==> config.mk <==
export PLATFORM = sky130hd
export DESIGN_NAME = bmp24_stream_to_framebuffer
export DESIGN_NICKNAME = d
export VERILOG_FILES = /design/src/rtl/b24fb_pkg.sv /design/src/rtl/b24fb_in_reg.sv /design/src/rtl/b24fb_hdr.sv /design/src/rtl/b24fb_core.sv /design/src/rtl/b24fb_out_reg.sv /design/src/rtl/bmp24_stream_to_framebuffer.sv
export SDC_FILE = /design/constraint.sdc
export NUM_CORES = 2
export LEC_CHECK = 0
export ABC_AREA = 1
export BUFFER_PORTS_ARGS = -buffer_cell sky130_fd_sc_hd__buf_2
export CORE_MARGIN = 8
export CORE_UTILIZATION = 55
export CTS_BUF_LIST = sky130_fd_sc_hd__clkbuf_8
export DETAILED_ROUTE_END_ITERATION = 16
export PLACE_DENSITY = 0.74
export SLEW_MARGIN = 5
export SYNTH_ARGS = -nofsm -noshare
export SYNTH_HDL_FRONTEND = slang
export SYNTH_HIERARCHICAL = 1
export SYNTH_SLANG_ARGS = --single-unit
==> constraint.sdc <==
create_clock -name clk -period 7.5 [get_ports clk]
set_input_delay 1.125 -clock clk [delete_from_list [all_inputs] [get_ports clk]]
set_output_delay 1.125 -clock clk [all_outputs]
set_load 0.05 [all_outputs]
==> src/rtl/b24fb_pkg.sv <==
// ----------------------------------------------------------------------------
// b24fb_pkg
// Shared types, status codes and header layout for the 24-bit BMP stream
// to frame buffer decoder.
// ----------------------------------------------------------------------------
package b24fb_pkg;

    // widths
    localparam int DEFAULT_ADDRESS_BITS = 20;
    localparam int ADDR_OUT_BITS        = 20;
    localparam int CAP_BITS             = 21;
    localparam int USEFUL_BITS          = 24;
    localparam int ROW_BITS             = 22;
    localparam int HDR_POS_BITS         = 6;

    localparam logic [CAP_BITS-1:0] CAP_RESET = 21'd1048576;

    // header layout
    localparam logic [31:0] HDR_BYTES      = 32'd54;
    localparam logic [31:0] HDR_CHECK_POS  = 32'd53;
    localparam logic [31:0] MIN_INFO_LEN   = 32'd40;
    localparam logic [7:0]  SIG_B          = 8'h42;
    localparam logic [7:0]  SIG_M          = 8'h4D;
    localparam logic [15:0] DEPTH_24       = 16'd24;

    localparam logic [HDR_POS_BITS-1:0] POS_SIG0      = 6'd0;
    localparam logic [HDR_POS_BITS-1:0] POS_SIG1      = 6'd1;
    localparam logic [HDR_POS_BITS-1:0] POS_OFFSET_LO = 6'd10;
    localparam logic [HDR_POS_BITS-1:0] POS_OFFSET_HI = 6'd13;
    localparam logic [HDR_POS_BITS-1:0] POS_INFO_LO   = 6'd14;
    localparam logic [HDR_POS_BITS-1:0] POS_INFO_HI   = 6'd17;
    localparam logic [HDR_POS_BITS-1:0] POS_WIDTH_LO  = 6'd18;
    localparam logic [HDR_POS_BITS-1:0] POS_WIDTH_HI  = 6'd21;
    localparam logic [HDR_POS_BITS-1:0] POS_HEIGHT_LO = 6'd22;
    localparam logic [HDR_POS_BITS-1:0] POS_HEIGHT_HI = 6'd25;
    localparam logic [HDR_POS_BITS-1:0] POS_DEPTH_LO  = 6'd28;
    localparam logic [HDR_POS_BITS-1:0] POS_DEPTH_HI  = 6'd29;
    localparam logic [HDR_POS_BITS-1:0] POS_COMP_LO   = 6'd30;
    localparam logic [HDR_POS_BITS-1:0] POS_COMP_HI   = 6'd33;
    localparam logic [HDR_POS_BITS-1:0] POS_TOTAL_LO  = 6'd34;
    localparam logic [HDR_POS_BITS-1:0] POS_TOTAL_HI  = 6'd37;

    // status codes
    localparam logic [3:0] ST_HEADER       = 4'd0;
    localparam logic [3:0] ST_PIXEL        = 4'd1;
    localparam logic [3:0] ST_PAD          = 4'd2;
    localparam logic [3:0] ST_DONE         = 4'd3;
    localparam logic [3:0] ERR_NONE        = 4'd0;
    localparam logic [3:0] ERR_SIGNATURE   = 4'd4;
    localparam logic [3:0] ERR_INFO_LEN    = 4'd5;
    localparam logic [3:0] ERR_COMPRESSION = 4'd6;
    localparam logic [3:0] ERR_DEPTH       = 4'd7;
    localparam logic [3:0] ERR_TOO_LARGE   = 4'd8;
    localparam logic [3:0] ERR_OFFSET      = 4'd9;
    localparam logic [3:0] ERR_TRUNCATED   = 4'd10;

    // one input word
    typedef struct packed {
        logic [7:0] file_byte;
        logic       start_of_file;
        logic       last_byte;
    } item_t;

    // header byte write from core to header unit
    typedef struct packed {
        logic                    en;
        logic [HDR_POS_BITS-1:0] pos;
        logic [7:0]              data;
    } hdr_wr_t;

    // header fields and derived values seen by the core
    typedef struct packed {
        logic [31:0]            pixel_offset;
        logic [31:0]            image_width;
        logic [31:0]            image_height;
        logic [31:0]            pixel_bytes_total;
        logic [USEFUL_BITS-1:0] row_useful;
        logic [USEFUL_BITS-1:0] row_total;
        logic [3:0]             check_code;
    } hdr_info_t;

    // one result word
    typedef struct packed {
        logic                     write_valid;
        logic [ADDR_OUT_BITS-1:0] write_address;
        logic [7:0]               write_data;
        logic [3:0]               status;
    } result_t;

endpackage

==> src/rtl/b24fb_in_reg.sv <==
// ----------------------------------------------------------------------------
// b24fb_in_reg
// Input register: holds one file byte word until the core takes it.
// ----------------------------------------------------------------------------
module b24fb_in_reg (
    input  logic              clk,
    input  logic              rst_n,
    input  logic              in_valid,
    output logic              in_ready,
    input  b24fb_pkg::item_t  in_item,
    input  logic              step,
    output logic              item_valid,
    output b24fb_pkg::item_t  item
);
    import b24fb_pkg::*;

    logic  valid_reg;
    item_t item_reg;
    logic  accept;

    // free when empty or emptied this cycle
    assign in_ready = !valid_reg || step;
    assign accept   = in_valid && in_ready;

    // occupancy
    always_ff @(posedge clk or negedge rst_n)
    begin
        if (!rst_n)
        begin
            valid_reg <= 1'b0;
        end
        else if (accept)
        begin
            valid_reg <= 1'b1;
        end
        else if (step)
        begin
            valid_reg <= 1'b0;
        end
    end

    // payload
    always_ff @(posedge clk)
    begin
        if (accept)
        begin
            item_reg <= in_item;
        end
    end

    assign item_valid = valid_reg;
    assign item       = item_reg;

endmodule

==> src/rtl/b24fb_hdr.sv <==
// ----------------------------------------------------------------------------
// b24fb_hdr
// Header field capture, header checks and values derived from the image
// size (row lengths, size check product, address of the bottom image row).
// ----------------------------------------------------------------------------
module b24fb_hdr #(
    parameter int ADDRESS_BITS = b24fb_pkg::DEFAULT_ADDRESS_BITS
) (
    input  logic                             clk,
    input  b24fb_pkg::hdr_wr_t               hdr_wr,
    input  logic [b24fb_pkg::CAP_BITS-1:0]   capacity,
    output b24fb_pkg::hdr_info_t             info,
    output logic [ADDRESS_BITS-1:0]          base_init
);
    import b24fb_pkg::*;

    logic [7:0]      sig0_reg;
    logic [7:0]      sig1_reg;
    logic [3:0][7:0] offset_reg;
    logic [3:0][7:0] info_len_reg;
    logic [3:0][7:0] width_reg;
    logic [3:0][7:0] height_reg;
    logic [1:0][7:0] depth_reg;
    logic [3:0][7:0] comp_reg;
    logic [3:0][7:0] total_reg;
    logic [1:0]      lane;

    logic [31:0] width_w;
    logic [31:0] height_w;
    logic [20:0] width_clamp;
    logic [21:0] height_clamp;
    logic [42:0] size_prod;
    logic [42:0] size_prod_reg;
    logic        size_nz_reg;
    logic [44:0] size_bytes;
    logic        too_large_reg;

    logic [USEFUL_BITS-1:0]              useful_reg;
    logic [USEFUL_BITS-1:0]              row_total_reg;
    logic [31:0]                         height_m1;
    logic [ADDRESS_BITS+USEFUL_BITS-1:0] useful_wide;
    logic [2*ADDRESS_BITS-1:0]           base_prod;
    logic [ADDRESS_BITS-1:0]             base_init_reg;
    logic [3:0]                          check_code;

    // byte lane within a 32-bit field; all such fields start at 2 mod 4
    assign lane = hdr_wr.pos[1:0] - 2'd2;

    // little-endian field capture
    always_ff @(posedge clk)
    begin
        if (hdr_wr.en)
        begin
            case (hdr_wr.pos) inside
                POS_SIG0:                       sig0_reg <= hdr_wr.data;
                POS_SIG1:                       sig1_reg <= hdr_wr.data;
                [POS_OFFSET_LO:POS_OFFSET_HI]:  offset_reg[lane] <= hdr_wr.data;
                [POS_INFO_LO:POS_INFO_HI]:      info_len_reg[lane] <= hdr_wr.data;
                [POS_WIDTH_LO:POS_WIDTH_HI]:    width_reg[lane] <= hdr_wr.data;
                [POS_HEIGHT_LO:POS_HEIGHT_HI]:  height_reg[lane] <= hdr_wr.data;
                [POS_DEPTH_LO:POS_DEPTH_HI]:    depth_reg[hdr_wr.pos[0]] <= hdr_wr.data;
                [POS_COMP_LO:POS_COMP_HI]:      comp_reg[lane] <= hdr_wr.data;
                [POS_TOTAL_LO:POS_TOTAL_HI]:    total_reg[lane] <= hdr_wr.data;
                default:                        ;
            endcase
        end
    end

    assign width_w  = width_reg;
    assign height_w = height_reg;

    // size check: clamp so the product fits, any clamped side already exceeds
    // the largest capacity
    assign width_clamp  = (|width_w[31:20]) ? 21'h100000 : {1'b0, width_w[19:0]};
    assign height_clamp = (|height_w[31:21]) ? 22'h200000 : {1'b0, height_w[20:0]};
    assign size_prod    = width_clamp * height_clamp;
    assign size_bytes   = {1'b0, size_prod_reg, 1'b0} + {2'b00, size_prod_reg};

    // row length, padded row length and bottom image row address
    assign height_m1   = height_w - 32'd1;
    assign useful_wide = {{ADDRESS_BITS{1'b0}}, useful_reg};
    assign base_prod   = height_m1[ADDRESS_BITS-1:0] * useful_wide[ADDRESS_BITS-1:0];

    // derived values, settle long before the check byte
    always_ff @(posedge clk)
    begin
        size_prod_reg <= size_prod;
        size_nz_reg   <= (|width_w) && (|height_w);
        too_large_reg <= size_nz_reg && (size_bytes > {24'd0, capacity});
        useful_reg    <= {width_w[22:0], 1'b0} + {2'b00, width_w[21:0]};
        row_total_reg <= (useful_reg + 24'd3) & ~24'd3;
        base_init_reg <= base_prod[ADDRESS_BITS-1:0];
    end

    // header checks in priority order
    always_comb
    begin
        if (sig0_reg != SIG_B || sig1_reg != SIG_M)
        begin
            check_code = ERR_SIGNATURE;
        end
        else if (info_len_reg < MIN_INFO_LEN)
        begin
            check_code = ERR_INFO_LEN;
        end
        else if (comp_reg != 32'd0)
        begin
            check_code = ERR_COMPRESSION;
        end
        else if (depth_reg != DEPTH_24)
        begin
            check_code = ERR_DEPTH;
        end
        else if (too_large_reg)
        begin
            check_code = ERR_TOO_LARGE;
        end
        else if (offset_reg < HDR_BYTES)
        begin
            check_code = ERR_OFFSET;
        end
        else
        begin
            check_code = ERR_NONE;
        end
    end

    assign info.pixel_offset      = offset_reg;
    assign info.image_width       = width_w;
    assign info.image_height      = height_w;
    assign info.pixel_bytes_total = total_reg;
    assign info.row_useful        = useful_reg;
    assign info.row_total         = row_total_reg;
    assign info.check_code        = check_code;
    assign base_init              = base_init_reg;

endmodule

==> src/rtl/b24fb_core.sv <==
// ----------------------------------------------------------------------------
// b24fb_core
// Per-byte parser: file position, sticky error, pixel walk with row
// padding and bottom-up to top-down address generation.
// ----------------------------------------------------------------------------
module b24fb_core #(
    parameter int ADDRESS_BITS = b24fb_pkg::DEFAULT_ADDRESS_BITS
) (
    input  logic                      clk,
    input  logic                      rst_n,
    input  logic                      step,
    input  b24fb_pkg::item_t          item,
    input  b24fb_pkg::hdr_info_t      info,
    input  logic [ADDRESS_BITS-1:0]   base_init,
    output b24fb_pkg::hdr_wr_t        hdr_wr,
    output b24fb_pkg::result_t        result
);
    import b24fb_pkg::*;

    logic [31:0]             pos_reg;
    logic [3:0]              err_reg;
    logic [31:0]             seen_reg;
    logic [ROW_BITS-1:0]     rowpos_reg;
    logic [ROW_BITS-1:0]     row_reg;
    logic [ADDRESS_BITS-1:0] base_reg;

    logic [31:0]             pos_next;
    logic [3:0]              err_next;
    logic [31:0]             seen_next;
    logic [ROW_BITS-1:0]     rowpos_next;
    logic [ROW_BITS-1:0]     row_next;
    logic [ADDRESS_BITS-1:0] base_next;

    // state as seen by this byte, after a start of file
    logic [31:0]         pos_c;
    logic [3:0]          err_c;
    logic [31:0]         seen_c;
    logic [ROW_BITS-1:0] rowpos_c;
    logic [ROW_BITS-1:0] row_c;

    logic                                  in_header;
    logic                                  empty_image;
    logic                                  fin_before;
    logic                                  fin_after;
    logic [ROW_BITS-1:0]                   rowpos_inc;
    logic                                  row_end;
    logic [ADDRESS_BITS+ROW_BITS-1:0]      rowpos_wide;
    logic [ADDRESS_BITS+USEFUL_BITS-1:0]   useful_wide;
    logic [ADDRESS_BITS-1:0]               useful_ab;
    logic [ADDRESS_BITS-1:0]               addr_ab;
    logic [ADDRESS_BITS+ADDR_OUT_BITS-1:0] addr_wide;
    result_t                               res;

    assign pos_c    = item.start_of_file ? 32'd0 : pos_reg;
    assign err_c    = item.start_of_file ? ERR_NONE : err_reg;
    assign seen_c   = item.start_of_file ? 32'd0 : seen_reg;
    assign rowpos_c = item.start_of_file ? '0 : rowpos_reg;
    assign row_c    = item.start_of_file ? '0 : row_reg;

    assign in_header = pos_c < HDR_BYTES;

    // header bytes go to the header unit
    assign hdr_wr.en   = step && in_header && (err_c == ERR_NONE);
    assign hdr_wr.pos  = pos_c[HDR_POS_BITS-1:0];
    assign hdr_wr.data = item.file_byte;

    // pixel array bookkeeping
    assign empty_image = (info.image_width == 32'd0) || (info.image_height == 32'd0) ||
                         (info.pixel_bytes_total == 32'd0);
    assign fin_before  = empty_image || (seen_c >= info.pixel_bytes_total) ||
                         ({10'd0, row_c} >= info.image_height);
    assign rowpos_inc  = rowpos_c + 1'b1;
    assign row_end     = {2'b00, rowpos_inc} >= info.row_total;

    // address = top-down row base + byte within row, modulo the address space
    assign rowpos_wide = {{ADDRESS_BITS{1'b0}}, rowpos_c};
    assign useful_wide = {{ADDRESS_BITS{1'b0}}, info.row_useful};
    assign useful_ab   = useful_wide[ADDRESS_BITS-1:0];
    assign addr_ab     = base_reg + rowpos_wide[ADDRESS_BITS-1:0];
    assign addr_wide   = {{ADDR_OUT_BITS{1'b0}}, addr_ab};

    // per-byte decision
    always_comb
    begin
        pos_next    = (pos_c == 32'hFFFF_FFFF) ? pos_c : pos_c + 32'd1;
        err_next    = err_c;
        seen_next   = seen_c;
        rowpos_next = rowpos_c;
        row_next    = row_c;
        base_next   = base_reg;
        fin_after   = 1'b1;
        res         = '0;

        if (err_c != ERR_NONE)
        begin
            res.status = err_c;
        end
        else
        begin
            if (in_header)
            begin
                if (pos_c == HDR_CHECK_POS)
                begin
                    err_next  = info.check_code;
                    base_next = base_init;
                end
                res.status = err_next;
            end
            else if (pos_c < info.pixel_offset)
            begin
                res.status = ST_HEADER;
            end
            else if (fin_before)
            begin
                res.status = ST_DONE;
            end
            else
            begin
                if ({2'b00, rowpos_c} < info.row_useful)
                begin
                    res.write_valid   = 1'b1;
                    res.write_address = addr_wide[ADDR_OUT_BITS-1:0];
                    res.write_data    = item.file_byte;
                    res.status        = ST_PIXEL;
                end
                else
                begin
                    res.status = ST_PAD;
                end
                seen_next = seen_c + 32'd1;
                if (row_end)
                begin
                    rowpos_next = '0;
                    row_next    = row_c + 1'b1;
                    base_next   = base_reg - useful_ab;
                end
                else
                begin
                    rowpos_next = rowpos_inc;
                end
            end

            // file ended early
            fin_after = empty_image || (seen_next >= info.pixel_bytes_total) ||
                        ({10'd0, row_next} >= info.image_height);
            if (item.last_byte && (err_next == ERR_NONE) &&
                ((pos_c < HDR_CHECK_POS) || !fin_after))
            begin
                err_next   = ERR_TRUNCATED;
                res.status = ERR_TRUNCATED;
            end
        end
    end

    // parser state
    always_ff @(posedge clk or negedge rst_n)
    begin
        if (!rst_n)
        begin
            pos_reg    <= '0;
            err_reg    <= ERR_NONE;
            seen_reg   <= '0;
            rowpos_reg <= '0;
            row_reg    <= '0;
        end
        else if (step)
        begin
            pos_reg    <= pos_next;
            err_reg    <= err_next;
            seen_reg   <= seen_next;
            rowpos_reg <= rowpos_next;
            row_reg    <= row_next;
        end
    end

    // row base address, loaded at the check byte, moved back one row at each row end
    always_ff @(posedge clk)
    begin
        if (step)
        begin
            base_reg <= base_next;
        end
    end

    assign result = res;

endmodule

==> src/rtl/b24fb_out_reg.sv <==
// ----------------------------------------------------------------------------
// b24fb_out_reg
// Result register: holds one result word until the consumer takes it.
// ----------------------------------------------------------------------------
module b24fb_out_reg (
    input  logic                clk,
    input  logic                rst_n,
    input  logic                step,
    input  b24fb_pkg::result_t  res_in,
    output logic                space,
    output logic                out_valid,
    input  logic                out_ready,
    output b24fb_pkg::result_t  res_out
);
    import b24fb_pkg::*;

    logic    valid_reg;
    result_t res_reg;

    // room for a new word when empty or drained this cycle
    assign space = !valid_reg || out_ready;

    // occupancy
    always_ff @(posedge clk or negedge rst_n)
    begin
        if (!rst_n)
        begin
            valid_reg <= 1'b0;
        end
        else if (step)
        begin
            valid_reg <= 1'b1;
        end
        else if (out_ready)
        begin
            valid_reg <= 1'b0;
        end
    end

    // payload
    always_ff @(posedge clk)
    begin
        if (step)
        begin
            res_reg <= res_in;
        end
    end

    assign out_valid = valid_reg;
    assign res_out   = res_reg;

endmodule

==> src/rtl/bmp24_stream_to_framebuffer.sv <==
// ----------------------------------------------------------------------------
// bmp24_stream_to_framebuffer
// Streaming decoder for uncompressed 24-bit BMP files: one file byte in,
// one result word out, with frame buffer address for pixel bytes.
// ----------------------------------------------------------------------------
// path: an accepted byte waits in the input register, and the parser logic
//   loads its result into the result register when that register has room
// throughput: 1 byte per cycle sustained; stalls only while the result
//   register is full and not taken
// reset: control state cleared, buffer capacity set to 1048576; no clear pass
// ----------------------------------------------------------------------------
module bmp24_stream_to_framebuffer #(
    parameter int ADDRESS_BITS = b24fb_pkg::DEFAULT_ADDRESS_BITS
) (
    input  logic                                 clk,
    input  logic                                 rst_n,
    input  logic                                 cfg_write_enable,
    input  logic [b24fb_pkg::CAP_BITS-1:0]       cfg_write_data,
    input  logic                                 in_valid,
    output logic                                 in_ready,
    input  logic [7:0]                           file_byte,
    input  logic                                 start_of_file,
    input  logic                                 last_byte,
    output logic                                 out_valid,
    input  logic                                 out_ready,
    output logic                                 write_valid,
    output logic [b24fb_pkg::ADDR_OUT_BITS-1:0]  write_address,
    output logic [7:0]                           write_data,
    output logic [3:0]                           status
);
    import b24fb_pkg::*;

    logic [CAP_BITS-1:0]     capacity_reg;
    item_t                   in_item;
    item_t                   item;
    logic                    item_valid;
    logic                    out_space;
    logic                    step;
    hdr_wr_t                 hdr_wr;
    hdr_info_t               info;
    logic [ADDRESS_BITS-1:0] base_init;
    result_t                 res_core;
    result_t                 res_out;

    // buffer capacity register
    always_ff @(posedge clk or negedge rst_n)
    begin
        if (!rst_n)
        begin
            capacity_reg <= CAP_RESET;
        end
        else if (cfg_write_enable)
        begin
            capacity_reg <= cfg_write_data;
        end
    end

    assign in_item.file_byte     = file_byte;
    assign in_item.start_of_file = start_of_file;
    assign in_item.last_byte     = last_byte;

    // core advances when a byte is held and the result register has room
    assign step = item_valid && out_space;

    b24fb_in_reg u_in_reg (
        .clk        (clk),
        .rst_n      (rst_n),
        .in_valid   (in_valid),
        .in_ready   (in_ready),
        .in_item    (in_item),
        .step       (step),
        .item_valid (item_valid),
        .item       (item)
    );

    b24fb_hdr #(
        .ADDRESS_BITS (ADDRESS_BITS)
    ) u_hdr (
        .clk       (clk),
        .hdr_wr    (hdr_wr),
        .capacity  (capacity_reg),
        .info      (info),
        .base_init (base_init)
    );

    b24fb_core #(
        .ADDRESS_BITS (ADDRESS_BITS)
    ) u_core (
        .clk       (clk),
        .rst_n     (rst_n),
        .step      (step),
        .item      (item),
        .info      (info),
        .base_init (base_init),
        .hdr_wr    (hdr_wr),
        .result    (res_core)
    );

    b24fb_out_reg u_out_reg (
        .clk       (clk),
        .rst_n     (rst_n),
        .step      (step),
        .res_in    (res_core),
        .space     (out_space),
        .out_valid (out_valid),
        .out_ready (out_ready),
        .res_out   (res_out)
    );

    assign write_valid   = res_out.write_valid;
    assign write_address = res_out.write_address;
    assign write_data    = res_out.write_data;
    assign status        = res_out.status;

endmodule

# [Word level (Yosys, flattened, before mapping)]
# Cells that the tools add are included.
[word_totals] reg_bits=533 out_inout_bits=35 wordCells=231
[classes] add_sub_neg=11 n_mul=2 n_lt_le_gt_ge=30 eq_ne=9 mux=62 bitwise=10 n_reduce_logical=57
[op_table] operator="2-to-1 mux 22 bit" count=14
[op_table] operator="2-to-1 mux 32 bit" count=8
[op_table] operator="bitwise mux 32 bit" count=6
[op_table] operator="less-than comparator 32 x 6 -> 1 bit (second input constant)" count=4
[op_table] operator="2-to-1 mux 20 bit" count=5
[op_table] operator="logical NOT 32 bit" count=3
[op_table] operator="2-to-1 mux 4 bit" count=17
[op_table] operator="adder 32 x 1 -> 32 bit (second input constant)" count=2
[op_table] operator=">= comparator 22 x 32 -> 1 bit" count=2
[op_table] operator=">= comparator 32 bit" count=2
[op_table] operator="OR reduction 32 bit" count=2
[op_table] operator="adder 44 x 43 -> 45 bit" count=1
[op_table] operator="> comparator 45 x 21 -> 1 bit" count=1
[op_table] operator="adder 22 x 1 -> 22 bit (second input constant)" count=2
[op_table] operator="multiplier 21 x 22 -> 43 bit" count=1
[op_table] operator="equality test 32 bit (second input constant)" count=1
[op_table] operator="equality test 32 x 6 -> 1 bit (second input constant)" count=1
[op_table] operator="less-than comparator 32 bit" count=1
[op_table] operator="nonzero test 32 bit" count=1
[op_table] operator="2-to-1 mux 29 bit" count=1
[op_table] operator="adder 24 x 2 -> 24 bit (second input constant)" count=1
[op_table] operator="adder 24 x 22 -> 24 bit" count=1
[op_table] operator=">= comparator 22 x 24 -> 1 bit" count=1
[op_table] operator=">= comparator 6 x 5 -> 1 bit (second input constant)" count=4
[op_table] operator="other kinds (48)" count=99

# [Logic depth before layout (Yosys ltp)]
[logic_depth] word_depth=17 ltp_mapped=45 depth_no_buf=41

# [By module]
# The synthesis kept the hierarchy.
[by_module_without_submodules] module="b24fb_hdr" instances=1 cells_per_inst=4327 area_per_inst_um2=36876.6 seq_area_each_um2=8858.5
[by_module_without_submodules] module="b24fb_core" instances=1 cells_per_inst=2797 area_per_inst_um2=17206.5 seq_area_each_um2=3403.3
[by_module_without_submodules] module="b24fb_out_reg" instances=1 cells_per_inst=38 area_per_inst_um2=1036.0 seq_area_each_um2=1016.0
[by_module_without_submodules] module="bmp24_stream_to_framebuffer" instances=1 cells_per_inst=91 area_per_inst_um2=812.0 seq_area_each_um2=526.8
[by_module_without_submodules] module="b24fb_in_reg" instances=1 cells_per_inst=16 area_per_inst_um2=345.3 seq_area_each_um2=325.3

# [Least setup slack after synthesis]
# No wires, ideal clock.
[synth_path] path_kind="register to register" startpoint="register u_hdr.height_reg (netlist bit u_hdr/info[114])" endpoint="register u_hdr.size_prod_reg[39]" arrival_ns=7.497 setup_slack_ns=-0.069 stages_incl_launch_ff=33 path_buffers=2 cell_sequence="edfxtp_1 -> or4_1 -> nor3_1 -> nand2_1 -> buf_2 -> nor2_1 -> inv_1 -> buf_2 -> nor2_1 -> fa_1 -> fa_1 -> inv_1 -> fa_1 -> inv_1 -> fa_1 -> fa_1 -> fa_1 -> inv_1 -> fa_1 -> inv_1 -> ha_1 -> a21oi_1 -> inv_1 -> a31oi_1 -> nand2_1 -> nor2_1 -> inv_1 -> a21oi_1 -> o21ai_0 -> a21oi_1 -> nor2_1 -> nor2_1 -> xnor2_1"
[synth_between] elab_chain_cells=3
[synth_lines] item="start, declared" line="b24fb_hdr.sv:22" rtl="logic [3:0][7:0] height_reg;"
[synth_lines] item="start signal, assigned by index" line="b24fb_hdr.sv:60" rtl="[POS_HEIGHT_LO:POS_HEIGHT_HI]: height_reg[lane] <= hdr_wr.data;"
[synth_lines] item="OR reduction 11 bit" line="b24fb_hdr.sv:75" rtl="assign height_clamp = (|height_w[31:21]) ? 22'h200000 : {1'b0, height_w[20:0]};"
[synth_lines] item="2-to-1 mux 22 bit" line="b24fb_hdr.sv:75"
[synth_lines] item="multiplier 21 x 22 -> 43 bit" line="b24fb_hdr.sv:76" rtl="assign size_prod = width_clamp * height_clamp;"
[synth_lines] item="named net u_hdr.size_prod[39]" line="b24fb_hdr.sv:32" rtl="logic [42:0] size_prod;"
[synth_lines] item="end signal, assigned" line="b24fb_hdr.sv:87" rtl="size_prod_reg <= size_prod;"
[synth_lines] item="end, declared" line="b24fb_hdr.sv:33" rtl="logic [42:0] size_prod_reg;"
# The timed path passes the listed nets, and every way through them passes these cells.
# A chain may end at the register's enable or synchronous reset.

# [Final worst setup path]
[layout_path] startpoint="register u_hdr.height_reg (netlist bit u_hdr/info[114])" endpoint="register u_hdr.size_prod_reg[40]"
# The elaborated chain is that of the path after synthesis.

==> tab_implementation.tex <==
\begin{tabular}{lr}
\hline
Metric & Value \\
\hline
\multicolumn{2}{l}{\textbf{Clock network}} \\
\quad Cell at the root of the clock tree & clkbuf\_8 \\
\quad Number of hold-repair buffers added at the cts stage & 0 \\
\quad Number of buffers added by the clock tree synthesis step & 98 \\
\quad CTS Sinks & 530 \\
\quad CTS tree & yes \\
\quad Clock transition at path regs & around 0.07 ns \\
\quad Latest clock arrival within the worst-skew pair & between 0.7 and 0.8 ns \\
\quad Depth of the CTS H-tree & 3 \\
\quad Buffer depth of the longest clock path & 3 \\
\multicolumn{2}{l}{\textbf{Routing}} \\
\quad DRC violations left & 0 \\
\quad Via count & roughly 50000 \\
\quad Total iterations of the first detailed-routing run & 6 \\
\quad Via/cell ratio & 5.47 \\
\quad Total wire length after detailed routing & $\sim$170000 um \\
\quad Average wire per cell in the routed design & 18.1 um \\
\quad Detailed Route Iter0 Violations & between 4000 and 5000 \\
\quad Number of antenna-violating nets in the routed design & 0 \\
\multicolumn{2}{l}{\textbf{Setup path}} \\
\quad Setup CP Type & reg -> reg \\
\quad Required time of the worst setup path & a little over 8 ns \\
\quad Slowest stage cell on the critical path & or4\_4 \\
\quad Endpoint type of the worst setup path & flop \\
\quad Worst Reg2Reg Path Length in Cells & 31 \\
\quad Worst path arrival time & 8.12 ns \\
\quad Most prevalent standard cell on the critical path & fa\_1 \\
\quad Critical-path maximum fanout & 8 \\
\quad Startpoint kind of the worst setup timing path & flop \\
\quad Maximum cell stage delay along the critical path & between 0.5 and 0.6 ns \\
\multicolumn{2}{l}{\textbf{Logic synthesis}} \\
\quad Number of instances in the synthesized netlist & approximately 7300 \\
\quad Yosys warning total & 6 \\
\quad Flop and latch count out of synthesis & 530 \\
\quad Post-synthesis average cell area & around 7.7 um\^{}2 \\
\quad Number of enable flip-flop cells after synthesis & between 200 and 300 \\
\quad Number of unique standard cell types used by synthesis & 69 \\
\quad Leading register cell type out of synthesis & edfxtp\_1 \\
\quad Share of synthesized area occupied by flip-flops and latches & approximately 25\% \\
\quad Post-synth ARST share & between 20\% and 30\% \\
\quad Post-synthesis instance area & around 0.056 mm\^{}2 \\
\multicolumn{2}{l}{\textbf{Final layout}} \\
\quad Most frequent cells in the layout & nand2\_1 (1583), inv\_1 (1429), nor2\_1 (890) \\
\quad Layout overhead on the synthesized area & 13.2\% \\
\quad Fraction of layout cells with a size suffix above 1 & between 10\% and 20\% \\
\quad Flip-flop count of the largest register, all copies and words added & 128 \\
\quad Final core area utilization & $\sim$63\% \\
\quad Final-stage net count & roughly 8800 \\
\quad Commonest non-fill, non-tap cell in the layout & nand2\_1 \\
\multicolumn{2}{l}{\textbf{Timing}} \\
\quad Highest clock frequency the design can meet & around 130 MHz \\
\quad Final number of hold-violating endpoints & 0 \\
\quad Post-route worst setup slack & -0.00888 ns \\
\quad Worst clock skew & $\sim$0.074 ns \\
\quad Period minus WS final & 7.51 ns \\
\quad RSZ-0062 raised after global routing & yes \\
\quad Final Max Tran Viols & 0 \\
\quad Total setup violations reported at the end of the flow & 1 \\
\quad Max-slew headroom at the worst pin & between 10 and 15\% \\
\quad Part of the cycle the worst path needs & 100\% \\
\quad Slew of the pin with the lowest slew margin & 1.28 ns \\
\quad Setup TNS Final & -0.00888 ns \\
\multicolumn{2}{l}{\textbf{Global routing}} \\
\quad Via count of the first global-routing pass & a little under 50000 \\
\quad GRT Total Usage & just under 30\% \\
\quad Aggregate global routing overflow & 0 \\
\quad Antenna violations before repair & 3 \\
\quad Largest net degree at the start of global routing & 82 \\
\quad Global-route wire length before repair & 262000 um \\
\multicolumn{2}{l}{\textbf{Floorplan}} \\
\quad Standard cell core area & a little over 0.1 mm\^{}2 \\
\quad Starting density of the core & a little under three fifths \\
\quad Chip Height & approximately 340 um \\
\quad Row count & between 100 and 150 \\
\quad Boundary Pins & a little over 70 \\
\quad Width of the die & between 300 and 400 um \\
\quad Die area & around 0.11 mm\^{}2 \\
\multicolumn{2}{l}{\textbf{Status}} \\
\quad Violated checks & setup timing \\
\quad Run status & finished, violations left \\
\multicolumn{2}{l}{\textbf{Power}} \\
\quad Peak VDD IR & around 0.18 mV \\
\quad Leak & $\sim$0.033 uW \\
\quad Power per standard cell area & 132 mW/mm\^{}2 \\
\multicolumn{2}{l}{\textbf{Flow run}} \\
\quad Max-cap violation count & 0 \\
\multicolumn{2}{l}{\textbf{Worst hold path}} \\
\quad Worst min path class & in -> async \\
\multicolumn{2}{l}{\textbf{Placed design}} \\
\quad Placer's final routability congestion estimate & 0.978 \\
\quad Port-buffer cells & 70 \\
\quad Half-perimeter wire length after detailed placement & around 130000 um \\
\hline
\end{tabular}
[worst paths after layout]
| path | startpoint | endpoint | slack [ns] |
|---|---|---|---|
| setup / recovery | u_hdr/info[114] | u_hdr/size_prod_reg[40] | -0.009 |
| hold / removal | rst_n | u_core/row_reg[9] | 0.28 |
| setup reg to reg | u_hdr/info[114] | u_hdr/size_prod_reg[40] | -0.009 |
| hold reg to reg | u_hdr/size_nz_reg | u_hdr/too_large_reg | 0.46 |
| max in group asynchronous | rst_n | u_core/pos_reg[12] | 6.00 |
| min in group clk | u_hdr/size_nz_reg | u_hdr/too_large_reg | 0.46 |
[cells in the mapped netlist, types with 15 or more instances]
cell | number | area (um^2)
nand2_1 | 1601 | 6010
inv_1 | 1417 | 5320
nor2_1 | 966 | 3630
ha_1 | 546 | 6830
fa_1 | 518 | 10400
a21oi_1 | 383 | 1920
edfxtp_1 | 284 | 8530
nand3_1 | 284 | 1420
o21ai_0 | 178 | 891
xor2_1 | 144 | 1260
dfrtp_1 | 134 | 3350
nand4_1 | 113 | 707
dfxtp_1 | 111 | 2220
clkbuf_1 | 89 | 334
nor3_1 | 76 | 380
xnor2_1 | 64 | 561
nor4_1 | 43 | 269
buf_2 | 37 | 185
nor2_2 | 25 | 156
buf_4 | 18 | 135
clkinv_1 | 18 | 67.6
a31oi_1 | 16 | 100
o211ai_1 | 16 | 120
nor2_4 | 15 | 169
[layer usage]
metal	global-route usage (%)	wire length, um	up-vias
li1	-	-	23500
met1	38.5	67800	23800
met2	46.7	76300	2161
met3	4.74	13800	461
met4	12.5	7480	2
met5	0	13	-
[worst max-delay path: cells and delay by family, from the launching register on]
kind / cells / cell delay [ns]
xor+xnor: 1 / 0.17
simple gates: 10 / 1.63
fa+ha+maj: 8 / 3.89
compound gates: 2 / 0.28
buf+inv: 10 / 0.96
flops: 1 / 0.42
[per-stage QoR]
| stage | instances | instance area, um^2 | power (uW) | setup slack (ns) | hold WS, ns |
|---|---|---|---|---|---|
| global placement | 8892 | 60300 | 5370 | -0.0778 | 0.429 |
| floorplan | 7270 | 56300 | 4900 | 0.0149 | 0.390 |
| CTS | 9081 | 62600 | 8430 | 0.00339 | 0.223 |
| finish | 9116 | 63700 | 8400 | -0.00888 | 0.280 |
| detailed placement | 8892 | 60300 | 5440 | -0.179 | 0.446 |
| global route | 9115 | 63700 | 8860 | -0.277 | 0.273 |
[where the power goes]
group	internal (uW)	switching [uW]	leakage [uW]	total, uW
sequential	3310	132	0.00525	3440
clock	1650	1330	0.00120	2980
combinational	578	1400	0.0262	1980
total	5540	2860	0.0326	8400
[repair_timing]
| item | in CTS | in global routing |
|---|---|---|
| setup endpoints to repair | 20 | 32 |
| gates cloned | 0 | 1 |
| pin swaps | 8 | 63 |
| buffers inserted | 5 | 31 |
| gates resized for setup | 43 | 213 |
[cells by family after synthesis]
kind of cell               after synthesis  synth area share, %
and+or+nand+nor                       3185                 23.6
buffers and inverters                 1612                 11.1
adders and majority gates             1064                 30.6
AOI/OAI and AO/OA                      669                 6.39
DFF                                    530                 25.1
xor gates and xnor gates               208                 3.24
other                                    1              0.00666
[cell type report]
type,instances,area [um^2]
sequential,530,14100
inverter,1445,5460
timing repair buffer,459,3510
tap,1368,1710
clock buffer,112,1540
antenna,2,5.00
multi-input combinational,5128,36800
clock inverter,72,559
fill,8945,37900
Note: power is estimated with default switching activity, not from simulation.
